===== src/mmef_pkg.sv =====
// shared types, constants and helpers of the magnetometer median/ema filter
// no dependencies
`default_nettype none

package mmef_pkg;

  localparam int unsigned SensorCountDef = 8;
  localparam int unsigned SensWideW      = 7;
  localparam int unsigned WindowLen      = 3;
  localparam int unsigned NumAxes        = 3;
  localparam int unsigned SensorW        = 3;
  localparam int unsigned StatusW        = 8;
  localparam int unsigned RawW           = 16;
  localparam int unsigned GainW          = 16;
  localparam int unsigned ShiftW         = 3;
  localparam int unsigned FieldW         = 24;
  localparam int unsigned ScaleShift     = 8;
  localparam int unsigned ProdW          = RawW + GainW + 1;
  localparam int unsigned SlotW          = 2;
  localparam int unsigned ErrCntW        = 16;
  localparam int unsigned GoodCntW       = 32;
  localparam int unsigned CfgIdxW        = 2;
  localparam int unsigned CfgDataW       = 16;

  localparam logic [StatusW-1:0] StatusErrMask = 8'h10;
  localparam logic [StatusW-1:0] StatusSatMask = 8'h60;

  localparam logic [GainW-1:0]  GainXyRst = 16'd9830;
  localparam logic [GainW-1:0]  GainZRst  = 16'd15860;
  localparam logic [ShiftW-1:0] ShiftRst  = 3'd2;

  typedef enum logic [CfgIdxW-1:0] {
    CFG_GAIN_XY      = 2'd0,
    CFG_GAIN_Z       = 2'd1,
    CFG_SMOOTH_SHIFT = 2'd2
  } cfg_idx_e;

  typedef logic signed [FieldW-1:0] field_t;
  typedef logic [FieldW-1:0] field_bits_t;
  typedef field_bits_t [WindowLen-1:0] ring_t;
  typedef ring_t [NumAxes-1:0] med_row_t;
  typedef field_bits_t [NumAxes-1:0] filt_row_t;

  // raw reading as held in the input register
  typedef struct packed {
    logic [SensorW-1:0] sensor;
    logic [StatusW-1:0] status;
    logic [RawW-1:0]    x_raw;
    logic [RawW-1:0]    y_raw;
    logic [RawW-1:0]    z_raw;
  } raw_t;

  // scaled reading handed from the scaling stage to the filter core
  typedef struct packed {
    logic [SensorW-1:0] sensor;
    logic               dropped;
    logic               sat;
    filt_row_t          scaled;
  } scaled_t;

  // one result item
  typedef struct packed {
    logic [SensorW-1:0]  sensor;
    filt_row_t           field;
    logic                read_error;
    logic                saturated;
    logic [ErrCntW-1:0]  error_total;
    logic [GoodCntW-1:0] good_total;
  } result_t;

  // median of three signed values
  function automatic field_t median3(field_t a, field_t b, field_t c);
    field_t lo;
    field_t hi;
    field_t hic;
    lo  = (a < b) ? a : b;
    hi  = (a < b) ? b : a;
    hic = (hi < c) ? hi : c;
    return (lo > hic) ? lo : hic;
  endfunction

endpackage

`default_nettype wire


===== src/mmef_scale.sv =====
// scaling stage: raw samples times gain, floor shift to Q.8 microtesla
// depends on mmef_pkg
`default_nettype none

module mmef_scale import mmef_pkg::*; (
  input  wire logic             clk_i,
  input  wire logic             load_i,
  input  wire raw_t             raw_i,
  input  wire logic [GainW-1:0] gain_xy_i,
  input  wire logic [GainW-1:0] gain_z_i,
  output scaled_t               scaled_o
);

  logic signed [ProdW-1:0] prod_x;
  logic signed [ProdW-1:0] prod_y;
  logic signed [ProdW-1:0] prod_z;
  scaled_t                 scaled_d;
  scaled_t                 scaled_q;

  // one multiplier per axis, floor shift is a plain arithmetic select
  assign prod_x = $signed(raw_i.x_raw) * $signed({1'b0, gain_xy_i});
  assign prod_y = $signed(raw_i.y_raw) * $signed({1'b0, gain_xy_i});
  assign prod_z = $signed(raw_i.z_raw) * $signed({1'b0, gain_z_i});

  always_comb begin
    scaled_d.sensor    = raw_i.sensor;
    scaled_d.dropped   = |(raw_i.status & StatusErrMask);
    scaled_d.sat       = |(raw_i.status & StatusSatMask);
    scaled_d.scaled[0] = prod_x[FieldW+ScaleShift-1:ScaleShift];
    scaled_d.scaled[1] = prod_y[FieldW+ScaleShift-1:ScaleShift];
    scaled_d.scaled[2] = prod_z[FieldW+ScaleShift-1:ScaleShift];
  end

  // payload register, no reset
  always_ff @(posedge clk_i) begin
    if (load_i) begin
      scaled_q <= scaled_d;
    end
  end

  assign scaled_o = scaled_q;

endmodule

`default_nettype wire


===== config.mk =====
export PLATFORM = sky130hd
export DESIGN_NAME = mmef_scale
export DESIGN_NICKNAME = d
export VERILOG_FILES = /design/src/mmef_pkg.sv /design/src/mmef_scale.sv
export SDC_FILE = /design/constraint.sdc
export NUM_CORES = 2
export LEC_CHECK = 0
export BUFFER_PORTS_ARGS = -buffer_cell sky130_fd_sc_hd__buf_4
export CAP_MARGIN = 20
export CORE_MARGIN = 5
export CORE_UTILIZATION = 28
export DETAILED_ROUTE_END_ITERATION = 6
export PLACE_DENSITY = 0.42
export SYNTH_ARGS = -nofsm -noshare
export SYNTH_HDL_FRONTEND = slang
export SYNTH_SLANG_ARGS = --single-unit

===== constraint.sdc =====
create_clock -name clk_i -period 14.9 [get_ports clk_i]
set_input_delay 0.745 -clock clk_i [delete_from_list [all_inputs] [get_ports clk_i]]
set_output_delay 0.745 -clock clk_i [all_outputs]
set_load 0.05 [all_outputs]

==> summary.txt <==
Status
  • Status: finished clean

Yosys
  • Distinct cells, synth: 55
  • Post-synthesis sequential area ratio: 8.42%
  • Top cell type's share of synthesized area: 42.2%
  • Mapped Nets: 3978
  • Fraction of registers with async set/reset: 0%
  • Cell taking the most area after synthesis: fa_1
  • Post-Syn Area: 0.0275 sq mm
  • Post-Syn Area per Cell: 9.27 sq um
  • Synthesized netlist cell count: 2964
  • Post-synth EDFFs: 77
  • Synth Flop Type: edfxtp_1
  • Synth warnings: 0
  • Synth top area cells: fa_1, ha_1, inv_1
  • Number of synthesized register bits: 77

Finish
  • Fin nets: 4041
  • Area Overhead vs Synth: 9.90%
  • Share of cells above drive strength 1: 6.33%
  • Max reg flops: 77

Floorplan
  • Die height: 323 um
  • IO Count: 170
  • Starting Density: 28.3%
  • Die area: 0.104 sq mm
  • Row count: 114
  • Die W: 323 um
  • Core box area: 0.0970 sq mm

Routing
  • Iteration count of the initial detailed-routing pass: 5
  • Final ANT Viol Nets: 0
  • Drt initial violations: 660
  • Via count: 18824
  • Mean routed wirelength per cell: 16.5 um
  • Vias per inst: 4.37
  • Final WL: 70.9 mm
  • Residual DRC: 0

Global routing
  • Overflow after GRT: 0
  • GRT Total Usage: 14.3%
  • Initial antenna violation count: 3
  • First-pass GRT wire length: 116 mm
  • Pin count of the biggest net entering global routing: 45
  • Vias in the first global route: 20968

Clocking
  • Cts hold-fix bufs: 0
  • Setup bufs post-CTS: 0
  • Cts repair resizes: 0
  • Max Root-Sink Buffers: 2
  • Root buf cell: clkbuf_16
  • Num CTS Buffers: 9
  • Clock Sinks: 77
  • CTS tree: done
  • CTS clk-pin slew, worst paths: 0.09 ns
  • CTS H-Tree Depth: 3

Setup path
  • Critical path arrival: 6.94 ns
  • Worst setup path startpoint: gain_xy_i[11]
  • CP Capture Type: flip-flop
  • Critical path class: primary input to flip-flop
  • Worst path required time: 15.07 ns
  • Max Fanout on Critical Path: 32
  • Crit start category: primary input

STA
  • F_max: 148 MHz
  • RSZ-0062 raised after global routing: no
  • Setup violators final: 0
  • Fin crit period: 6.76 ns
  • Final Cycle Share: 45.4%
  • Worst slew margin: 46.6%
  • Max Slew Vio Count: 0
  • Sum Neg Setup Slack: 0 ns
  • Slew @ Worst Pin: 0.801 ns
  • Worst hold margin: 0.508 ns
  • Final hold vios: 0

Hold path
  • Hold endpoint: scaled_o[76]
  • Hold path depth: 1
  • Worst Hold Class: primary input to flip-flop
  • Hold_sp: raw_i[58]

Placed design
  • GP Congestion: 0.742
  • Detail Placement HPWL: 55.7 mm
  • PortBufs: 164

Flow run
  • Max Cap Viol: 0
layout by cell type (no fill, tap or decap), types with 4 or more instances in the layout:
master	count
inv_1	749
fa_1	579
nand2_1	380
and2_1	354
ha_1	342
buf_4	165
edfxtp_1	77
nor2_1	57
xnor2_1	57
a21oi_1	46
o21ai_0	24
xor2_1	23
a21o_1	21
nand2b_1	20
nand3_1	15
nand4_1	11
nor3_1	11
clkbuf_16	9
nor2b_1	8
o21bai_1	8
o21a_1	7
o211ai_1	6
and3_1	5
a31oi_1	5
or3_1	4
o21ai_1	4
a211oi_1	4
layer usage:
| metal | wire length [um] | share of wire (%) | up-vias | track usage, % |
|---|---|---|---|---|
| li1 | - | - | 8872 | - |
| met3 | 1900 | 2.7 | 39 | 1.71 |
| met1 | 33400 | 47 | 9719 | 19.6 |
| met4 | 1120 | 1.6 | 0 | 2.94 |
| met5 | 0 | 0 | - | 0 |
| met2 | 34600 | 49 | 194 | 24.6 |
worst max path at each step:
stage,slack [ns],to
after floorplan,8.53,scaled_o[46]
after global placement,7.73,scaled_o[67]
after detailed placement,7.77,scaled_o[46]
after CTS,8.23,scaled_o[46]
after global routing,7.88,scaled_o[46]
final,8.14,scaled_o[46]
critical path: stages:
cell      delay [ns]
buf_4           0.36
nand2_1         0.14
fa_1            0.54
fa_1            0.51
fa_1            0.51
inv_1           0.05
fa_1            0.53
fa_1            0.50
inv_1           0.05
fa_1            0.47
inv_1           0.04
ha_1            0.37
a21oi_1         0.28
o21ai_0         0.20
a221oi_1        0.43
o31a_1          0.40
a21oi_4         0.13
a211oi_1        0.37
o21bai_1        0.13
xor2_1          0.15
metrics by stage:
stage | cell area, sq um | setup slack [ns] | cells | utilization, %
final | 30200 | 8.14 | 4310 | 31.1
after global routing | 30200 | 7.88 | 4309 | 31.1
after CTS | 30200 | 8.23 | 4308 | 31.1
after detailed placement | 29900 | 7.77 | 4292 | 30.8
after global placement | 29900 | 7.73 | 4292 | 30.8
after floorplan | 27500 | 8.53 | 2964 | -
cell families (layout without fill, tap and decap cells):
group / after synthesis / count (layout) / share of synthesized area, %
flip-flops: 77 / 77 / 8.42
buffers and inverters: 864 / 932 / 11.8
AO/OA/AOI/OAI: 149 / 149 / 3.63
other: 0 / 2 / 0
adder cells (fa/ha/maj): 921 / 921 / 57.8
AND/OR/NAND/NOR: 873 / 873 / 15.8
XOR/XNOR: 80 / 80 / 2.55
synthesized netlist by cell type, types with 8 or more instances:
| cell | instances |
|---|---|
| inv_1 | 749 |
| fa_1 | 579 |
| nand2_1 | 380 |
| and2_1 | 354 |
| ha_1 | 342 |
| clkbuf_1 | 112 |
| edfxtp_1 | 77 |
| nor2_1 | 57 |
| xnor2_1 | 57 |
| a21oi_1 | 46 |
| o21ai_0 | 24 |
| xor2_1 | 23 |
| a21o_1 | 21 |
| nand2b_1 | 20 |
| nand3_1 | 15 |
| nand4_1 | 11 |
| nor3_1 | 11 |
| nor2b_1 | 8 |
| o21bai_1 | 8 |
cell type report:
type	instances	area, sq um
fill	10343	66800
sequential	77	2310
clock inverter	7	78.8
inverter	751	2820
antenna	2	5.00
multi-input combinational	2023	21900
tap	1276	1600
clock buffer	9	225
timing repair buffer	165	1240
Power is not shown: default switching activity piles up to over one toggle a cycle in this logic, so the estimate is an artifact.
